`config.mk`:
```
export PLATFORM = sky130hd
export DESIGN_NAME = clock_calendar_with_alarm
export DESIGN_NICKNAME = d
export VERILOG_FILES = /design/src/hdl/ccal_pkg.sv /design/src/hdl/ccal_core.sv /design/src/hdl/clock_calendar_with_alarm.sv
export SDC_FILE = /design/constraint.sdc
export NUM_CORES = 1
export LEC_CHECK = 0
export BUFFER_PORTS_ARGS = -buffer_cell sky130_fd_sc_hd__buf_2
export CAP_MARGIN = 20
export CORE_MARGIN = 1
export CORE_UTILIZATION = 38
export CTS_CLUSTER_SIZE = 14
export DETAILED_ROUTE_END_ITERATION = 10
export PLACE_DENSITY = 0.56
export SLEW_MARGIN = 20
export SYNTH_ARGS = -nofsm -noshare
export SYNTH_HDL_FRONTEND = slang
export SYNTH_SLANG_ARGS = --single-unit
```
`constraint.sdc`:
```
create_clock -name clk_i -period 6.3 [get_ports clk_i]
set_clock_uncertainty 0.15 [all_clocks]
set_input_delay 0.63 -clock clk_i [delete_from_list [all_inputs] [get_ports clk_i]]
set_output_delay 0.63 -clock clk_i [all_outputs]
set_load 0.05 [all_outputs]
```
`src/hdl/ccal_pkg.sv`:
```
// ----------------------------------------------------------------------------
// ccal_pkg
// Shared types, constants and calendar helper functions for the clock and
// calendar block.
// ----------------------------------------------------------------------------
`default_nettype none

package ccal_pkg;

  // Operation codes carried on the input side.
  typedef enum logic [1:0] {
    OP_TICK      = 2'd0,
    OP_SET_TIME  = 2'd1,
    OP_SET_DATE  = 2'd2,
    OP_SET_ALARM = 2'd3
  } op_e;

  localparam logic [5:0]  SecMax     = 6'd59;
  localparam logic [5:0]  MinMax     = 6'd59;
  localparam logic [4:0]  HourMax    = 5'd23;
  localparam logic [13:0] YearLast   = 14'd9999;
  localparam logic [13:0] YearLimit  = 14'd10000;
  localparam logic [13:0] YearWrapTo = 14'd1971;

  // Multiplicative inverse of 25 modulo 2**14, and the largest product that
  // a multiple of 25 can give.
  localparam logic [13:0] Inv25      = 14'd7209;
  localparam logic [13:0] Div25Bound = 14'd655;

  typedef struct packed {
    op_e         op;
    logic [6:0]  hour;
    logic [6:0]  minute;
    logic [6:0]  second;
    logic [6:0]  day;
    logic [6:0]  month;
    logic [13:0] year;
  } item_t;

  typedef struct packed {
    logic [5:0]  second;
    logic [5:0]  minute;
    logic [4:0]  hour;
    logic [4:0]  day;
    logic [3:0]  month;
    logic [13:0] year;
    logic        fired;
    logic        reject;
  } res_t;

  // Gregorian leap year. A multiple of 100 is a multiple of 4 and of 25, a
  // multiple of 400 is a multiple of 16 and of 25.
  function automatic logic is_leap(input logic [13:0] y);
    logic [13:0] prod;
    logic        div25;
    prod  = 14'(y * Inv25);
    div25 = (prod <= Div25Bound);
    return ((y[1:0] == 2'd0) && !div25) || ((y[3:0] == 4'd0) && div25);
  endfunction

  // Days in a month; zero for a month number outside 1 to 12.
  function automatic logic [4:0] month_len(input logic [6:0] m, input logic leap);
    logic [4:0] len;
    case (m) inside
      7'd1, 7'd3, 7'd5, 7'd7, 7'd8, 7'd10, 7'd12: len = 5'd31;
      7'd4, 7'd6, 7'd9, 7'd11:                   len = 5'd30;
      7'd2:                                      len = leap ? 5'd29 : 5'd28;
      default:                                   len = 5'd0;
    endcase
    return len;
  endfunction

  function automatic logic time_valid(input logic [6:0] h, input logic [6:0] m,
                                      input logic [6:0] s);
    return (s <= {1'b0, SecMax}) && (m <= {1'b0, MinMax}) && (h <= {2'b0, HourMax});
  endfunction

endpackage

`default_nettype wire

```
`src/hdl/ccal_core.sv`:
```
// ----------------------------------------------------------------------------
// ccal_core
// Time, date and alarm state with the combinational update for one item.
// ----------------------------------------------------------------------------
`default_nettype none

module ccal_core (
  input  wire logic           clk_i,
  input  wire logic           rst_ni,
  input  wire logic           step_i,
  input  wire ccal_pkg::item_t item_i,
  output ccal_pkg::res_t      res_o
);

  logic [5:0]  sec_q, sec_d;
  logic [5:0]  min_q, min_d;
  logic [4:0]  hour_q, hour_d;
  logic [4:0]  day_q, day_d;
  logic [3:0]  month_q, month_d;
  logic [13:0] year_q, year_d;
  logic [5:0]  al_sec_q, al_sec_d;
  logic [5:0]  al_min_q, al_min_d;
  logic [4:0]  al_hour_q, al_hour_d;
  logic        armed_q, armed_d;

  logic        fired;
  logic        reject;
  logic [4:0]  mlen_cur;
  logic [4:0]  mlen_set;
  logic        set_time_ok;

  assign mlen_cur    = ccal_pkg::month_len({3'b0, month_q}, ccal_pkg::is_leap(year_q));
  assign mlen_set    = ccal_pkg::month_len(item_i.month, ccal_pkg::is_leap(item_i.year));
  assign set_time_ok = ccal_pkg::time_valid(item_i.hour, item_i.minute, item_i.second);

  always_comb begin
    sec_d     = sec_q;
    min_d     = min_q;
    hour_d    = hour_q;
    day_d     = day_q;
    month_d   = month_q;
    year_d    = year_q;
    al_sec_d  = al_sec_q;
    al_min_d  = al_min_q;
    al_hour_d = al_hour_q;
    armed_d   = armed_q;
    fired     = 1'b0;
    reject    = 1'b0;

    case (item_i.op)
      ccal_pkg::OP_TICK: begin
        // Ripple the carry from seconds up through the year.
        if (sec_q >= ccal_pkg::SecMax) begin
          sec_d = '0;
          if (min_q >= ccal_pkg::MinMax) begin
            min_d = '0;
            if (hour_q >= ccal_pkg::HourMax) begin
              hour_d = '0;
              if (day_q < mlen_cur) begin
                day_d = day_q + 5'd1;
              end else begin
                day_d = 5'd1;
                if (month_q >= 4'd12) begin
                  month_d = 4'd1;
                  year_d  = (year_q >= ccal_pkg::YearLast) ? ccal_pkg::YearWrapTo
                                                           : year_q + 14'd1;
                end else begin
                  month_d = month_q + 4'd1;
                end
              end
            end else begin
              hour_d = hour_q + 5'd1;
            end
          end else begin
            min_d = min_q + 6'd1;
          end
        end else begin
          sec_d = sec_q + 6'd1;
        end
        if (armed_q && (sec_d == al_sec_q) && (min_d == al_min_q) &&
            (hour_d == al_hour_q)) begin
          fired   = 1'b1;
          armed_d = 1'b0;
        end
      end
      ccal_pkg::OP_SET_TIME: begin
        if (set_time_ok) begin
          hour_d = item_i.hour[4:0];
          min_d  = item_i.minute[5:0];
          sec_d  = item_i.second[5:0];
        end else begin
          reject = 1'b1;
        end
      end
      ccal_pkg::OP_SET_DATE: begin
        if ((item_i.year < ccal_pkg::YearLimit) && (item_i.day != 7'd0) &&
            (item_i.day <= {2'b0, mlen_set})) begin
          day_d   = item_i.day[4:0];
          month_d = item_i.month[3:0];
          year_d  = item_i.year;
        end else begin
          reject = 1'b1;
        end
      end
      default: begin
        // Set alarm.
        if (set_time_ok) begin
          al_hour_d = item_i.hour[4:0];
          al_min_d  = item_i.minute[5:0];
          al_sec_d  = item_i.second[5:0];
          armed_d   = 1'b1;
        end else begin
          reject = 1'b1;
        end
      end
    endcase
  end

  always_ff @(posedge clk_i or negedge rst_ni) begin
    if (!rst_ni) begin
      sec_q     <= '0;
      min_q     <= '0;
      hour_q    <= '0;
      day_q     <= 5'd1;
      month_q   <= 4'd1;
      year_q    <= ccal_pkg::YearWrapTo;
      al_sec_q  <= '0;
      al_min_q  <= '0;
      al_hour_q <= '0;
      armed_q   <= 1'b0;
    end else if (step_i) begin
      sec_q     <= sec_d;
      min_q     <= min_d;
      hour_q    <= hour_d;
      day_q     <= day_d;
      month_q   <= month_d;
      year_q    <= year_d;
      al_sec_q  <= al_sec_d;
      al_min_q  <= al_min_d;
      al_hour_q <= al_hour_d;
      armed_q   <= armed_d;
    end
  end

  always_comb begin
    res_o.second = sec_d;
    res_o.minute = min_d;
    res_o.hour   = hour_d;
    res_o.day    = day_d;
    res_o.month  = month_d;
    res_o.year   = year_d;
    res_o.fired  = fired;
    res_o.reject = reject;
  end

endmodule

`default_nettype wire

```
`src/hdl/clock_calendar_with_alarm.sv`:
```
// ----------------------------------------------------------------------------
// clock_calendar_with_alarm
// Time-of-day and Gregorian calendar counter with a one-shot alarm.
// ----------------------------------------------------------------------------
`default_nettype none

// Every input transaction produces exactly one output transaction. A tick
// advances the clock by one second, carrying into minutes, hours, days,
// months and years (leap years follow the Gregorian rule, and the year wraps
// from 9999 to 1971). Set-time, set-date and set-alarm transactions are
// checked and applied only when valid; a rejected one leaves all state alone
// and returns status 1. The alarm compares hour, minute and second after a
// tick only, fires once and then disarms until it is set again. After reset
// the clock reads 00:00:00 on 1 January 1971 with the alarm disarmed. The
// block takes one transaction per clock cycle while m_axis_tready does not
// stall the output. An accepted transaction waits in the input register;
// the state update and the result register then take it in together. The
// state update reads and writes the time, date and alarm registers per step.

module clock_calendar_with_alarm (
  input  wire logic        clk_i,
  input  wire logic        rst_ni,
  // Input stream.
  input  wire logic        s_axis_tvalid,
  output logic             s_axis_tready,
  // set_hour[6:0], set_minute[13:7], set_second[20:14], set_day[27:21],
  // set_month[34:28], set_year[48:35], zero fill[55:49]
  input  wire logic [55:0] s_axis_tdata,
  // operation[1:0]
  input  wire logic [1:0]  s_axis_tuser,
  // Output stream.
  output logic             m_axis_tvalid,
  input  wire logic        m_axis_tready,
  // now_second[5:0], now_minute[11:6], now_hour[16:12], now_day[21:17],
  // now_month[25:22], now_year[39:26]
  output logic [39:0]      m_axis_tdata,
  // alarm_fired[0], status[1]
  output logic [1:0]       m_axis_tuser
);

  logic            in_valid_q;
  ccal_pkg::item_t item_q;
  logic            out_valid_q;
  ccal_pkg::res_t  out_q;
  ccal_pkg::res_t  res;
  logic            out_free;
  logic            step;
  logic            in_take;

  // A result leaves the output register in the same cycle that a new one
  // enters it, so the pipeline never bubbles under a steady stream.
  assign out_free      = !out_valid_q || m_axis_tready;
  assign step          = in_valid_q && out_free;
  assign s_axis_tready = !in_valid_q || step;
  assign in_take       = s_axis_tvalid && s_axis_tready;

  // Input register. Payload needs no reset.
  always_ff @(posedge clk_i or negedge rst_ni) begin
    if (!rst_ni) begin
      in_valid_q <= 1'b0;
    end else if (in_take) begin
      in_valid_q <= 1'b1;
    end else if (step) begin
      in_valid_q <= 1'b0;
    end
  end

  always_ff @(posedge clk_i) begin
    if (in_take) begin
      item_q.op     <= ccal_pkg::op_e'(s_axis_tuser);
      item_q.hour   <= s_axis_tdata[6:0];
      item_q.minute <= s_axis_tdata[13:7];
      item_q.second <= s_axis_tdata[20:14];
      item_q.day    <= s_axis_tdata[27:21];
      item_q.month  <= s_axis_tdata[34:28];
      item_q.year   <= s_axis_tdata[48:35];
    end
  end

  // The state update happens exactly when the item moves into the result
  // register.
  ccal_core u_core (
    .clk_i  (clk_i),
    .rst_ni (rst_ni),
    .step_i (step),
    .item_i (item_q),
    .res_o  (res)
  );

  // Result register.
  always_ff @(posedge clk_i or negedge rst_ni) begin
    if (!rst_ni) begin
      out_valid_q <= 1'b0;
    end else if (step) begin
      out_valid_q <= 1'b1;
    end else if (m_axis_tready) begin
      out_valid_q <= 1'b0;
    end
  end

  always_ff @(posedge clk_i) begin
    if (step) begin
      out_q <= res;
    end
  end

  assign m_axis_tvalid = out_valid_q;
  assign m_axis_tdata  = {out_q.year, out_q.month, out_q.day, out_q.hour,
                          out_q.minute, out_q.second};
  assign m_axis_tuser  = {out_q.reject, out_q.fired};

endmodule

`default_nettype wire
```
== After elaboration in Yosys (flattened, before gate mapping) ==
Cells that the tools add are included.

* Register bits after elaboration: 153
* Input port bits: 62

* $add $sub $neg: 6
* Multiply operators: 2
* Order comparisons: 13
* Equality and inequality tests: 30
* Multiplexer cells: 55
* Bitwise operators: 2
* Reductions and logical operators: 38

{| class="wikitable"
|+ Operators with widths
! operator !! number
|-
| $mux W14 || 7
|-
| $mux W5 || 16
|-
| $mux W6 || 7
|-
| $eq A7 B4 Y1 const B || 5
|-
| $eq A7 B3 Y1 const B || 4
|-
| $le A14 B10 Y1 const B || 2
|-
| $mul A14 B13 Y14 const B || 2
|-
| $pmux W14 S2 || 1
|-
| $mux W4 || 6
|-
| $pmux W6 S2 || 2
|-
| $eq A4 B4 Y1 const B || 5
|-
| $pmux W5 S2 || 2
|-
| $eq A4 B3 Y1 const B || 4
|-
| $add A14 B1 Y14 const B || 1
|-
| $eq A7 B2 Y1 const B || 2
|-
| $ge A14 B14 Y1 const B || 1
|-
| $le A7 B6 Y1 const B || 2
|-
| $lt A14 B14 Y1 const B || 1
|-
| $reduce_or A7 Y1 || 2
|-
| $logic_and A1 B1 Y1 || 13
|-
| $add A6 B1 Y6 const B || 2
|-
| $eq A6 B6 Y1 || 2
|-
| $ge A6 B6 Y1 const B || 2
|-
| $mux W1 || 11
|-
| other kinds (28) || 44
|}

== Depth between registers and ports, before layout ==
* Depth after elaboration: 15
* Depth in mapped cells: 27
* Depth with buffers taken out: 25

== Cells and area by module ==
A second synthesis with hierarchy kept.

* Cell total of the unflattened synthesis: 1043
* Area total of the unflattened synthesis: 10600.2 um2

{| class="wikitable"
|+ By module, submodules not included
! module !! instances !! cells an instance !! area each (um2)
|-
| ccal_core || 1 || 942 || 7703.6
|-
| clock_calendar_with_alarm || 1 || 101 || 2896.5
|}

== Worst setup path after synthesis ==
OpenSTA, ideal clock, no wires.

* Kind: reg2reg
* Start: reg item_q[3] in the netlist's numbering
* End: reg out_q, in the netlist m_axis_tdata[39], data pin
* Library setup time: 0.281 ns
* Data arrival time: 5.288 ns
* Required time: 5.869 ns
* Setup slack: 0.581 ns
* Cell stages (with the launch flop): 28
* Buffers on the path: 2
* Clock period less this slack: 5.719 ns
* Cell sequence: edfxtp_1 > ha_1 > ha_1 > ha_1 > inv_1 > fa_1 > inv_1 > ha_1 > fa_1 > a21oi_1 > nor2_1 > nor2_1 > o21bai_1 > a21oi_1 > xnor2_1 > nor4_1 > a31oi_1 > ha_1 > and4_1 > a21oi_1 > o31ai_1 > nand3_1 > buf_2 > buf_1 > mux2i_1 > nor2_1 > a21oi_1 > o311ai_0

{| class="wikitable"
|+ RTL lines
! what !! RTL line !! RTL
|-
| from (decl) || clock_calendar_with_alarm.sv:42 || <nowiki>ccal_pkg::item_t item_q;</nowiki>
|-
| to (signal assigned) || clock_calendar_with_alarm.sv:103 || <nowiki>out_q <= res;</nowiki>
|-
| to (decl) || clock_calendar_with_alarm.sv:44 || <nowiki>ccal_pkg::res_t out_q;</nowiki>
|}

==> summary.txt <==
Detailed routing
  • DRC viols: 0
  • Post-DRT Antenna Nets: 0
  • DRT Pass-1 Iters: 5
  • WL per Instance: roughly 18 um
  • WL final: roughly 27,000 um
  • Total vias in the final route: 8,222
  • Initial DRC count: slightly below 600
  • Vias per cell: ~5.5

Logic synthesis
  • Post-synthesis sequential area ratio: 0.408
  • Top FF cell, synth: edfxtp_1
  • Ys async rst share: 0.392
  • Synth top cells by count: ha_1, nand2_1, edfxtp_1
  • Main combinational cell family by area after synthesis: compound AO/OA/AOI/OAI gates
  • Synth Area in XOR/XNOR: 0.0418
  • Post-synthesis cell area: about 0.011 mm^2
  • Post-synthesis mux area share: 0.0465
  • Simple-Gate Fraction of Synth Area: 0.125
  • YS warnings: 0
  • Mapped Cells: between 1k and 1.5k
  • Count of cell types in the netlist: 86
  • Post-synthesis compound-gate area fraction: 0.164
  • Mapped Nets: about 1.2k
  • Count of state elements after synthesis: between 150 and 200
  • Top cells by area, synth: edfxtp_1, dfrtp_1, ha_1, fa_1, nand2_1
  • EDFF count, synth: 93
  • Top cell type by total area after synthesis: edfxtp_1
  • Post-synthesis adder-cell area fraction: 0.160
  • Yosys top cell area share: 0.265
  • Syn Area/Cell: between 10 and 15 um^2

Placed design
  • Dpl cell area: approximately 0.011 mm^2
  • Placer Congestion: 0.868
  • Pre-CTS WS: about 270 ps
  • Placed cells: around 1.5k
  • Count of input and output buffers: between 90 and 100
  • DP HPWL: 19,200 um

Power
  • Switching Share: 0.434
  • Seq pwr share: 0.285
  • Clock power frac: 0.182
  • Comb pwr share: 0.533
  • Leakage: 0.00527 uW
  • Power Dens Cells: 450 mW/mm^2
  • Internal: just over 3000 uW
  • Highest ir drop seen on vdd: about 0.28 mV
  • Net Sw Power: between 2000 and 2500 uW
  • PnR Total Power: about 5400 uW

STA
  • Setup ws final: 439 ps
  • Final hold violations: 0
  • Worst Tran Pin Value: about 980 ps
  • Setup violators final: 0
  • Final Critical Period: ~6000 ps
  • Slew Limit Fails: 0
  • Max_slew headroom: 0.342
  • Period utilization: 0.930
  • Max Fclk: 171 MHz

Worst setup path
  • Crit path required time: 6470 ps
  • Reg2Reg Setup Slack: ~440 ps
  • Arrival @ worst endpoint: a little over 6000 ps
  • Startpoint types: flop
  • Setup Crit Path Kind: flop to flop
  • CP Max Fanout: 6
  • CP endpoint kind: flop

Global routing
  • Total GRT Usage: 0.192
  • Congestion Overflow GR: 0
  • Number of global-route vias before repair: roughly 8k
  • Largest net degree at the start of global routing: between 60 and 70
  • Initial antenna violation count: 0
  • Global-route wire length before repair: about 43,000 um

Floorplanning
  • Core ar.: between 0.02 and 0.03 mm^2
  • Rows: 60
  • Die Span X: roughly 170 um
  • Initial Utilization: 0.389
  • Chip height: around 170 um
  • I/O Pins: 106
  • Die area: 0.0284 mm^2

Layout
  • Finished Layout Cells: approximately 1.5k
  • Nets: 1,302
  • Diode count: 0
  • Area delta synth->final: 14.2%
  • Share of layout cells above drive strength 1: 0.195
  • Final instance area: about 0.012 mm^2

CTS
  • Clock slew at reported path FFs: approximately 70 ps
  • Worst skew pair latency: between 400 and 500 ps
  • Clk root buf: clkbuf_16
  • Clock Tree Buf Depth: 2
  • H-tree lvl count: 4
  • CTS Buf Count: 17
  • Hold buffers post-CTS: 0
  • Clock Sinks: between 150 and 200
  • CTS tree: built

Flow run
  • Max-cap violations: 0

Hold path
  • Hold WC Path Type: primary input to flop

Run status
  • Status: finished, final reports clean
-- state kept, by name, indices dropped and copies added (netlist names) --
name,flops
in_valid_q,1
item_q,51
m_axis_tdata,40
m_axis_tuser,2
m_axis_tvalid,1
u_core.al_hour_q,5
u_core.al_min_q,6
u_core.al_sec_q,6
u_core.armed_q,1
u_core.day_q,5
u_core.hour_q,5
u_core.min_q,6
u_core.month_q,4
u_core.sec_q,6
u_core.year_q,14
-- routing by layer --
layer | share of wire | GRT usage
met1 | 0.47 | 0.266
met2 | 0.46 | 0.305
met3 | 0.061 | 0.0325
met4 | 0.015 | 0.0569
met5 | 0 | 0
-- cell families (layout without fill, tap and decap cells) --
kind of cell,after synthesis,in the layout
compound gates,245,245
xor+xnor,47,47
flops,153,153
mux,45,45
simple gates,273,273
fa+ha+maj,122,122
buf+inv,138,246
-- cells in the final DEF, fill, tap and decap left out, types with 10 or more instances in the layout --
cell type    n
nand2_1    100
ha_1       100
buf_2       98
edfxtp_1    93
inv_1       88
o21ai_0     64
nor2_1      60
dfrtp_1     50
a21oi_1     35
xnor2_1     31
mux2_2      28
buf_4       26
nand3_1     25
a22oi_1     24
fa_1        22
nor3_1      20
clkbuf_16   17
mux2i_1     16
xor2_1      13
nand2b_1    13
a31oi_1     13
nor4_1      12
nand4_1     11
a21o_1      10
dfstp_2     10
-- power by group through the flow --
stage                     combinational [uW]  clock, uW  sequential, uW
after global placement                  2850          0            1550
final                                   2880        987            1540
after global routing                    3260       1040            1570
after CTS                               2920       1010            1540
after floorplan                         2230          0            1580
after detailed placement                2890          0            1560
-- what timing repair did --
action                     4_1_cts  5_1_grt
buffers inserted                 0        1
setup endpoints to repair        0       33
resized for setup                0        2
-- metrics by stage --
stage                     utilization  hold WS (ps)  TNS (ps)
after global routing            0.444           213     -7.85
after floorplan                     -           184         0
final                           0.444           224         0
after global placement          0.423           325         0
after CTS                       0.443           210         0
after detailed placement        0.423           342         0
-- worst max-delay path: stages, from the launching register on --
cell      delay, ps
edfxtp_1        400
ha_1            310
ha_1            300
ha_1            280
inv_1            60
fa_1            530
inv_1            40
ha_1            220
fa_1            420
a21oi_1         170
nor2_1           50
nor2_1          150
o21bai_1         80
a21oi_1         170
xnor2_1          90
nor4_1          180
a31oi_1         140
ha_1            290
and4_1          190
a21oi_1          70
o31ai_1         100
nand3_2         240
buf_4           220
o21ai_0         160
a21oi_1          60
a311o_1         380
mux2_2          270
-- final cells by class --
type                            count  area, um^2
Clock buffer                       19         443
Timing Repair Buffer              125         693
Fill cell                        2625       15100
Tap cell                          372         465
Inverter                           89         334
Multi-Input combinational cell    732        5690
Sequential cell                   153        4310
Clock inverter                     13         111
-- worst paths after layout --
check / start / to / cells after the start
max: item_q[3] / u_core.year_q[11] / 26
min: s_axis_tdata[22] / item_q[22] / 1
max reg2reg: item_q[3] / u_core.year_q[11] / 26
min reg2reg: in_valid_q / m_axis_tvalid / 1
max in group asynchronous: rst_ni / u_core.al_min_q[2] / 2
min in group asynchronous: rst_ni / u_core.sec_q[1] / 2
(Power assumes the default switching activity.)
